==> src/sps_pkg.sv <==
// ----------------------------------------------------------------------------
// sps_pkg
// Shared types and constants for the stepper phase sequencer.
// ----------------------------------------------------------------------------
package sps_pkg;

    // Configuration register indexes
    localparam int CFG_IDX_W = 2;
    localparam logic [CFG_IDX_W-1:0] CFG_STEP_DELAY        = 2'd0;
    localparam logic [CFG_IDX_W-1:0] CFG_MICROSECOND_UNITS = 2'd1;
    localparam logic [CFG_IDX_W-1:0] CFG_COIL_TABLE        = 2'd2;

    // Configuration data and field widths
    localparam int CFG_DATA_W = 32;
    localparam int DELAY_W    = 16;
    localparam int COUNT_W    = 16;
    localparam int PHASE_W    = 3;
    localparam int COIL_W     = 4;

    // Reset values of the configuration registers
    localparam logic [DELAY_W-1:0]    STEP_DELAY_RST = 16'd2;
    localparam logic [CFG_DATA_W-1:0] COIL_TABLE_RST = 32'd2563007025;

    // Input request codes
    localparam logic REQ_TICK    = 1'b0;
    localparam logic REQ_COMMAND = 1'b1;

    // One result word
    typedef struct packed {
        logic [COIL_W-1:0] coil_pattern;
        logic              busy_res;
        logic              step_taken;
        logic              command_rejected;
    } result_t;

endpackage

==> src/sps_phase_step.sv <==
// ----------------------------------------------------------------------------
// sps_phase_step
// Next phase index for full-step or half-step motion and the coil lookup.
// ----------------------------------------------------------------------------
module sps_phase_step
    import sps_pkg::*;
(
    input  logic [PHASE_W-1:0]    phase,
    input  logic                  moving_back,
    input  logic                  half_mode,
    input  logic [CFG_DATA_W-1:0] coil_table,
    output logic [PHASE_W-1:0]    phase_next,
    output logic [COIL_W-1:0]     coil_next
);

    logic [PHASE_W:0] fwd_sum;

    // Full-step moves two from an odd index and one from an even index.
    assign fwd_sum = {1'b0, phase} + (phase[0] ? 4'd2 : 4'd1);

    always_comb
    begin
        if (half_mode)
        begin
            phase_next = moving_back ? (phase - 3'd1) : (phase + 3'd1);
        end
        else if (!moving_back)
        begin
            phase_next = (fwd_sum > 4'd7) ? 3'd1 : fwd_sum[PHASE_W-1:0];
        end
        else if (phase == 3'd0 || phase == 3'd1)
        begin
            phase_next = 3'd7;
        end
        else
        begin
            phase_next = phase - (phase[0] ? 3'd2 : 3'd1);
        end
    end

    // Pick the nibble of the coil table for the new index.
    assign coil_next = coil_table[{phase_next, 2'b00} +: COIL_W];

endmodule

==> src/sps_out_buf.sv <==
// ----------------------------------------------------------------------------
// sps_out_buf
// Result register with a skid stage so the input side keeps flowing while a
// word waits on the output.
// ----------------------------------------------------------------------------
module sps_out_buf
    import sps_pkg::*;
(
    input  logic    clk,
    input  logic    rst_n,
    input  logic    push,
    input  result_t push_word,
    output logic    full,
    output logic    out_valid,
    input  logic    out_stall,
    output result_t out_word
);

    logic    main_valid_reg;
    logic    skid_valid_reg;
    result_t main_reg;
    result_t skid_reg;
    logic    pop;
    logic    main_free;

    assign pop       = main_valid_reg && !out_stall;
    assign main_free = !main_valid_reg || pop;
    assign full      = skid_valid_reg;
    assign out_valid = main_valid_reg;
    assign out_word  = main_reg;

    // Valid flags for the main and skid stages.
    always_ff @(posedge clk or negedge rst_n)
    begin
        if (!rst_n)
        begin
            main_valid_reg <= 1'b0;
            skid_valid_reg <= 1'b0;
        end
        else if (main_free)
        begin
            main_valid_reg <= skid_valid_reg || push;
            skid_valid_reg <= 1'b0;
        end
        else if (push)
        begin
            skid_valid_reg <= 1'b1;
        end
    end

    // Payload moves from skid to main when the main word is taken.
    always_ff @(posedge clk)
    begin
        if (main_free)
        begin
            main_reg <= skid_valid_reg ? skid_reg : push_word;
        end
        else if (push)
        begin
            skid_reg <= push_word;
        end
    end

endmodule

==> src/stepper_phase_sequencer.sv <==
// ----------------------------------------------------------------------------
// stepper_phase_sequencer
// Throughput: one item per cycle while in_stall is low; the state update and
// coil lookup are combinational, and a two-word output buffer absorbs a
// single stalled result.
// Reset: asynchronous, coils off, phase 0, idle, configuration at defaults.
// Steps a unipolar stepper through an eight-entry coil table on move
// commands, pacing each step with a tick-driven delay counter.
// ----------------------------------------------------------------------------
module stepper_phase_sequencer
    import sps_pkg::*;
#(
    parameter int TICKS_PER_MS = 1000
)
(
    input  logic                  clk,
    input  logic                  rst_n,
    // Item input
    input  logic                  in_valid,
    output logic                  in_stall,
    input  logic                  req_type,
    input  logic signed [COUNT_W-1:0] step_count,
    input  logic                  half_step,
    // Result output
    output logic                  out_valid,
    input  logic                  out_stall,
    output logic [COIL_W-1:0]     coil_pattern,
    output logic                  busy_res,
    output logic                  step_taken,
    output logic                  command_rejected,
    // Configuration writes
    input  logic                  cfg_valid,
    output logic                  cfg_ready,
    input  logic [CFG_IDX_W-1:0]  cfg_index,
    input  logic [CFG_DATA_W-1:0] cfg_data
);

    localparam int PRE_W = (TICKS_PER_MS > 1) ? $clog2(TICKS_PER_MS) : 1;
    localparam logic [PRE_W:0] TICKS_LIMIT = (PRE_W+1)'(TICKS_PER_MS);

    // Configuration registers
    logic [DELAY_W-1:0]    step_delay_reg;
    logic                  microsecond_units_reg;
    logic [CFG_DATA_W-1:0] coil_table_reg;

    // Sequencer state
    logic [PHASE_W-1:0] phase_index_reg,    phase_index_next;
    logic [COUNT_W-1:0] steps_left_reg,     steps_left_next;
    logic               moving_back_reg,    moving_back_next;
    logic               half_mode_reg,      half_mode_next;
    logic [DELAY_W-1:0] delay_left_reg,     delay_left_next;
    logic [PRE_W-1:0]   prescale_count_reg, prescale_count_next;
    logic               busy_flag_reg,      busy_flag_next;
    logic [COIL_W-1:0]  coil_out_reg,       coil_out_next;

    logic               in_accept;
    logic               buf_full;
    logic               take_step;
    logic               expire;
    logic               unit_done;
    logic               stepped;
    logic               rejected;
    logic [DELAY_W-1:0] delay_dec;
    logic [PRE_W:0]     prescale_inc;
    logic [PHASE_W-1:0] step_phase;
    logic [COIL_W-1:0]  step_coil;
    result_t            result;
    result_t            out_word;

    assign cfg_ready = 1'b1;
    assign in_stall  = buf_full;
    assign in_accept = in_valid && !in_stall;

    // Configuration register writes; indexes past the list are ignored.
    always_ff @(posedge clk or negedge rst_n)
    begin
        if (!rst_n)
        begin
            step_delay_reg        <= STEP_DELAY_RST;
            microsecond_units_reg <= 1'b0;
            coil_table_reg        <= COIL_TABLE_RST;
        end
        else if (cfg_valid && cfg_ready)
        begin
            case (cfg_index)
                CFG_STEP_DELAY:        step_delay_reg        <= cfg_data[DELAY_W-1:0];
                CFG_MICROSECOND_UNITS: microsecond_units_reg <= cfg_data[0];
                CFG_COIL_TABLE:        coil_table_reg        <= cfg_data;
                default:               ;
            endcase
        end
    end

    // Phase advance and coil lookup for the step taken on this item.
    sps_phase_step u_phase_step (
        .phase       (phase_index_reg),
        .moving_back (moving_back_next),
        .half_mode   (half_mode_next),
        .coil_table  (coil_table_reg),
        .phase_next  (step_phase),
        .coil_next   (step_coil)
    );

    assign delay_dec    = delay_left_reg - 16'd1;
    assign prescale_inc = {1'b0, prescale_count_reg} + {{PRE_W{1'b0}}, 1'b1};

    // Command decode, delay countdown and step scheduling.
    always_comb
    begin
        moving_back_next    = moving_back_reg;
        half_mode_next      = half_mode_reg;
        steps_left_next     = steps_left_reg;
        busy_flag_next      = busy_flag_reg;
        delay_left_next     = delay_left_reg;
        prescale_count_next = prescale_count_reg;
        take_step           = 1'b0;
        expire              = 1'b0;
        unit_done           = 1'b0;
        rejected            = 1'b0;

        if (req_type == REQ_COMMAND)
        begin
            if (busy_flag_reg)
            begin
                rejected = 1'b1;
            end
            else if (step_count != '0)
            begin
                // Magnitude minus one: ~x for negative counts, x-1 otherwise.
                moving_back_next = step_count[COUNT_W-1];
                half_mode_next   = half_step;
                steps_left_next  = step_count[COUNT_W-1] ? ~step_count
                                                          : step_count - 16'sd1;
                busy_flag_next   = 1'b1;
                take_step        = 1'b1;
            end
        end
        else if (busy_flag_reg)
        begin
            if (delay_left_reg == '0)
            begin
                expire = 1'b1;
            end
            else
            begin
                if (microsecond_units_reg)
                begin
                    unit_done = 1'b1;
                end
                else if (prescale_inc >= TICKS_LIMIT)
                begin
                    prescale_count_next = '0;
                    unit_done           = 1'b1;
                end
                else
                begin
                    prescale_count_next = prescale_inc[PRE_W-1:0];
                end
                if (unit_done)
                begin
                    delay_left_next = delay_dec;
                    expire          = (delay_dec == '0);
                end
            end
            if (expire)
            begin
                if (steps_left_reg != '0)
                begin
                    steps_left_next = steps_left_reg - 16'd1;
                    take_step       = 1'b1;
                end
                else
                begin
                    busy_flag_next      = 1'b0;
                    prescale_count_next = '0;
                end
            end
        end

        phase_index_next = phase_index_reg;
        coil_out_next    = coil_out_reg;
        if (take_step)
        begin
            phase_index_next    = step_phase;
            coil_out_next       = step_coil;
            delay_left_next     = step_delay_reg;
            prescale_count_next = '0;
        end
        stepped = take_step;
    end

    // State registers update once per accepted item.
    always_ff @(posedge clk or negedge rst_n)
    begin
        if (!rst_n)
        begin
            phase_index_reg    <= '0;
            steps_left_reg     <= '0;
            moving_back_reg    <= 1'b0;
            half_mode_reg      <= 1'b0;
            delay_left_reg     <= '0;
            prescale_count_reg <= '0;
            busy_flag_reg      <= 1'b0;
            coil_out_reg       <= '0;
        end
        else if (in_accept)
        begin
            phase_index_reg    <= phase_index_next;
            steps_left_reg     <= steps_left_next;
            moving_back_reg    <= moving_back_next;
            half_mode_reg      <= half_mode_next;
            delay_left_reg     <= delay_left_next;
            prescale_count_reg <= prescale_count_next;
            busy_flag_reg      <= busy_flag_next;
            coil_out_reg       <= coil_out_next;
        end
    end

    // Result word for this item.
    always_comb
    begin
        result.coil_pattern     = coil_out_next;
        result.busy_res         = busy_flag_next;
        result.step_taken       = stepped;
        result.command_rejected = rejected;
    end

    sps_out_buf u_out_buf (
        .clk       (clk),
        .rst_n     (rst_n),
        .push      (in_accept),
        .push_word (result),
        .full      (buf_full),
        .out_valid (out_valid),
        .out_stall (out_stall),
        .out_word  (out_word)
    );

    assign coil_pattern     = out_word.coil_pattern;
    assign busy_res         = out_word.busy_res;
    assign step_taken       = out_word.step_taken;
    assign command_rejected = out_word.command_rejected;

endmodule
==> config.mk <==
export PLATFORM = sky130hd
export DESIGN_NAME = stepper_phase_sequencer
export DESIGN_NICKNAME = d
export VERILOG_FILES = /design/src/sps_pkg.sv /design/src/sps_phase_step.sv /design/src/sps_out_buf.sv /design/src/stepper_phase_sequencer.sv
export SDC_FILE = /design/constraint.sdc
export NUM_CORES = 1
export LEC_CHECK = 0
export ABC_CLOCK_PERIOD_IN_PS = 4350
export BUFFER_PORTS_ARGS = -buffer_cell sky130_fd_sc_hd__buf_2
export CAP_MARGIN = 10
export CORE_UTILIZATION = 49
export CTS_BUF_LIST = sky130_fd_sc_hd__clkbuf_4 sky130_fd_sc_hd__clkbuf_8 sky130_fd_sc_hd__clkbuf_16
export CTS_CLUSTER_SIZE = 12
export DETAILED_ROUTE_END_ITERATION = 12
export PLACE_DENSITY = 0.8
export SETUP_SLACK_MARGIN = 0.1
export SLEW_MARGIN = 20
export SYNTH_ARGS = -nofsm -noshare
export SYNTH_HDL_FRONTEND = slang
export SYNTH_SLANG_ARGS = --single-unit
==> constraint.sdc <==
create_clock -name clk -period 4.35 [get_ports clk]
set_clock_uncertainty 0.1 [all_clocks]
set_input_delay 0.87 -clock clk [delete_from_list [all_inputs] [get_ports clk]]
set_output_delay 0.87 -clock clk [all_outputs]
set_load 0.005 [all_outputs]
==> results by group <==
Layout
  • Max reg flops: 32
  • Ant. Diodes: 0
  • Nets: between 800 and 900
  • Post-Layout Cell Count: between 900 and 1000
  • Commonest non-fill, non-tap cell in the layout: dfrtp_1
  • Share of cells above drive strength 1: 24.6%
  • Area growth syn-to-layout: 14.4%
  • Most frequent cells in the layout: dfrtp_1, buf_2, nor2_1, o21ai_0, mux2_2

Floorplan
  • Die Wd: 122 um
  • Starting Density: about half
  • DIE HEIGHT: 122 um
  • Die Area: between 0.01 and 0.015 mm^2
  • Core Region: about 0.014 mm^2
  • I/O pins: 67
  • # rows: between 40 and 50

Logic synthesis
  • Register area share after synthesis: 43.0%
  • Synth Register Bits: 117
  • Synth Instances: ~720
  • XOR/XNOR Fraction of Synth Area: under 10%
  • Synth Flop Type: dfrtp_1
  • Library cells used by synthesis: roughly 80
  • Syn avg cell area: between 9 and 10 um^2
  • Main combinational cell family by area after synthesis: compound AO/OA/AOI/OAI gates
  • Simple-gate portion of the synthesized area: around 18%
  • FFs w/ async S/R, synth: between 80% and 90%
  • Mapped Nets: about 790
  • Synthesized area: 0.00701 mm^2
  • EDFF count, synth: 14
  • Mux cell area share after synthesis: between 9 and 10%
  • Compound-Gate Fraction of Synth Area: approximately a fifth
  • Ys Warns: 0
  • Adder-Cell Fraction of Synth Area: ~1.8%

Placement
  • Routability congestion estimate: 0.924
  • Port bufs: 65
  • Placed cell count: 932
  • Pre-CTS WS: around 0.53 ns
  • Hpwl dp: 12.0 mm

GRT
  • Number of global-route vias before repair: roughly 5500
  • Remaining global-route overflow: 0
  • Largest net degree at the start of global routing: 58
  • First-pass GRT wire length: 28.1 mm
  • Overall Global Routing Usage: roughly a quarter
  • Initial antenna violation count: 0

Clock tree
  • CTS Hold Buffers Added: 0
  • CTS tree: yes
  • Worst-path clk slew: around 0.06 ns
  • Resize count post-CTS: 0
  • Clock root cell: clkbuf_16
  • Num CTS Buffers: 17
  • Post-CTS Setup Inserts: 0
  • Clock Latency Late Sink: ~0.42 ns
  • Clk buf depth: 2
  • # H-tree levels: 4
  • TritonCTS Sinks: 117

Detailed routing
  • DRT Pass-1 Iters: 5
  • DRT antenna net count: 0
  • Final wirelength: around 17 mm
  • Vias post-DR: 5978
  • DR vias/cell: just over 6
  • Starting DRT DRC Count: around 540
  • DRC viols: 0
  • WL/cell: 17.8 um

STA
  • Final Hold Vio Count: 0
  • Final period util: around 83%
  • Final setup fails: 0
  • RSZ-0062 raised after global routing: false
  • Final Worst Setup Slack: between 0.7 and 0.8 ns
  • Slew @ Worst Pin: between 0.7 and 0.8 ns
  • Setup TNS: 0 ns
  • Relative max-transition margin: 49.4%
  • Final Max Tran Viols: 0
  • Minimum clock period: 3.62 ns
  • Max frequency: ~280 MHz
  • Min Hold Slack: 0.408 ns

Critical path
  • Largest delay share family, worst path: compound AO/OA/AOI/OAI gates
  • Worst stage delay on the critical path: 0.42 ns
  • Slowest cell on crit path: and2_0
  • Worst path arrival time: 3.83 ns
  • Setup crit start: delay_left_reg[1]$_DFFE_PN0P_
  • Critical path class: reg2reg
  • Worst R2R Start: delay_left_reg[1]$_DFFE_PN0P_
  • Worst Path Required: 4.56 ns
  • WP depth: 11
  • Critical Path End: steps_left_reg[3]$_DFFE_PN0P_
  • R2r setup slk: roughly 0.73 ns
  • Worst-path cell chain: inv_1 -> ha_1 -> nor2b_1 -> and2_0 -> a31o_2 -> a211o_1 -> nand4_1 -> a21oi_2 -> buf_4 -> o21ai_0 -> a22o_1
  • CP startpoint kind: register
  • Worst r2r path cells: 11
  • Critical Path Fanout Max: 29
  • CP bufs+invs: 2
  • Crit path capture type: register
  • Worst R2R End: steps_left_reg[3]$_DFFE_PN0P_

Pwr
  • Power density cells: approximately 600 mW/mm^2
  • Worst ir drop on vdd: 0.517 mV
  • Leak Pwr: ~0.0033 uW

Flow run
  • Max Cap Violations: 0

Run status
  • Status: finished, final reports clean

Worst hold path
  • Hold Crit Class: in2async
metrics by stage:
stage	cell area, um^2	utilization (%)	power, uW
after floorplan	7010	-	3000
after global placement	7430	53.3	3330
after detailed placement	7430	53.3	3370
after CTS	8020	57.5	4800
after global routing	8020	57.5	5110
final	8020	57.5	4810
kinds of logic after synthesis:
| kind of cell | Yosys count |
|---|---|
| multiplexers | 63 |
| flip-flops | 117 |
| other | 1 |
| AO/OA/AOI/OAI | 213 |
| adder cells (fa/ha/maj) | 10 |
| buffers and inverters | 63 |
| AND/OR/NAND/NOR | 235 |
| XOR/XNOR | 16 |
cells in the mapped netlist, types with 4 or more instances:
library cell / count / share of area (%)
dfrtp_1: 90 / 32
mux2_2: 53 / 8.5
a211oi_1: 4 / 0.43
a22o_1: 12 / 1.5
buf_6: 6 / 0.96
mux2i_1: 10 / 1.4
and2_1: 6 / 0.54
edfxtp_1: 14 / 6.0
nor3_1: 19 / 1.4
dfstp_2: 13 / 4.9
xnor2_1: 13 / 1.6
nor2b_1: 6 / 0.54
a31oi_1: 16 / 1.4
a21o_1: 7 / 0.75
o2bb2ai_1: 16 / 2.0
and3_1: 7 / 0.62
o21ai_0: 55 / 3.9
nand4_1: 11 / 0.98
buf_2: 11 / 0.79
ha_1: 10 / 1.8
nor4_1: 13 / 1.2
a21oi_1: 35 / 2.5
nor3b_1: 10 / 1.1
o31ai_1: 11 / 1.2
nand3_1: 19 / 1.4
nand2_1: 47 / 2.5
clkbuf_1: 21 / 1.1
a211o_1: 5 / 0.62
inv_1: 21 / 1.1
nand2b_1: 4 / 0.36
a41oi_1: 4 / 0.50
or3_1: 11 / 0.98
o21ai_1: 7 / 0.50
nor2_1: 57 / 3.1
how the worst min path moves through the flow:
stage,endpoint,cells after the start,slack (ns)
6_report,prescale_count_reg[1]$_DFFE_PN0P_,1,0.41
5_1_grt,coil_table_reg[16]$_DFFE_PN0P_,1,0.43
4_1_cts,moving_back_reg$_DFFE_PN0P_,2,0.40
3_5_place_dp,moving_back_reg$_DFFE_PN0P_,2,0.39
3_3_place_gp,coil_table_reg[20]$_DFFE_PN0P_,1,0.39
2_1_floorplan,moving_back_reg$_DFFE_PN0P_,2,0.36
area by class of cell:
class                           instances  area, um^2
Fill cell                            1170        5920
Multi-Input combinational cell        538        3700
Sequential cell                       117        3010
Clock buffer                           17         425
Timing Repair Buffer                   75         403
Tap cell                              180         225
Clock inverter                         15         164
Inverter                               22        87.6
metal layers:
metal | vias up | track usage (%) | routed length (um)
met1 | 2920 | 34.1 | 7700
li1 | 2808 | - | -
met5 | - | 0 | 0
met3 | 17 | 6.37 | 1200
met4 | 0 | 8.87 | 191
met2 | 233 | 37.5 | 8100
power breakdown:
group	switching, uW	internal [uW]
Clock	553	855
Sequential	350	1440
Combinational	916	693
Total	1820	2990
Note: power is estimated with default switching activity, not from simulation.
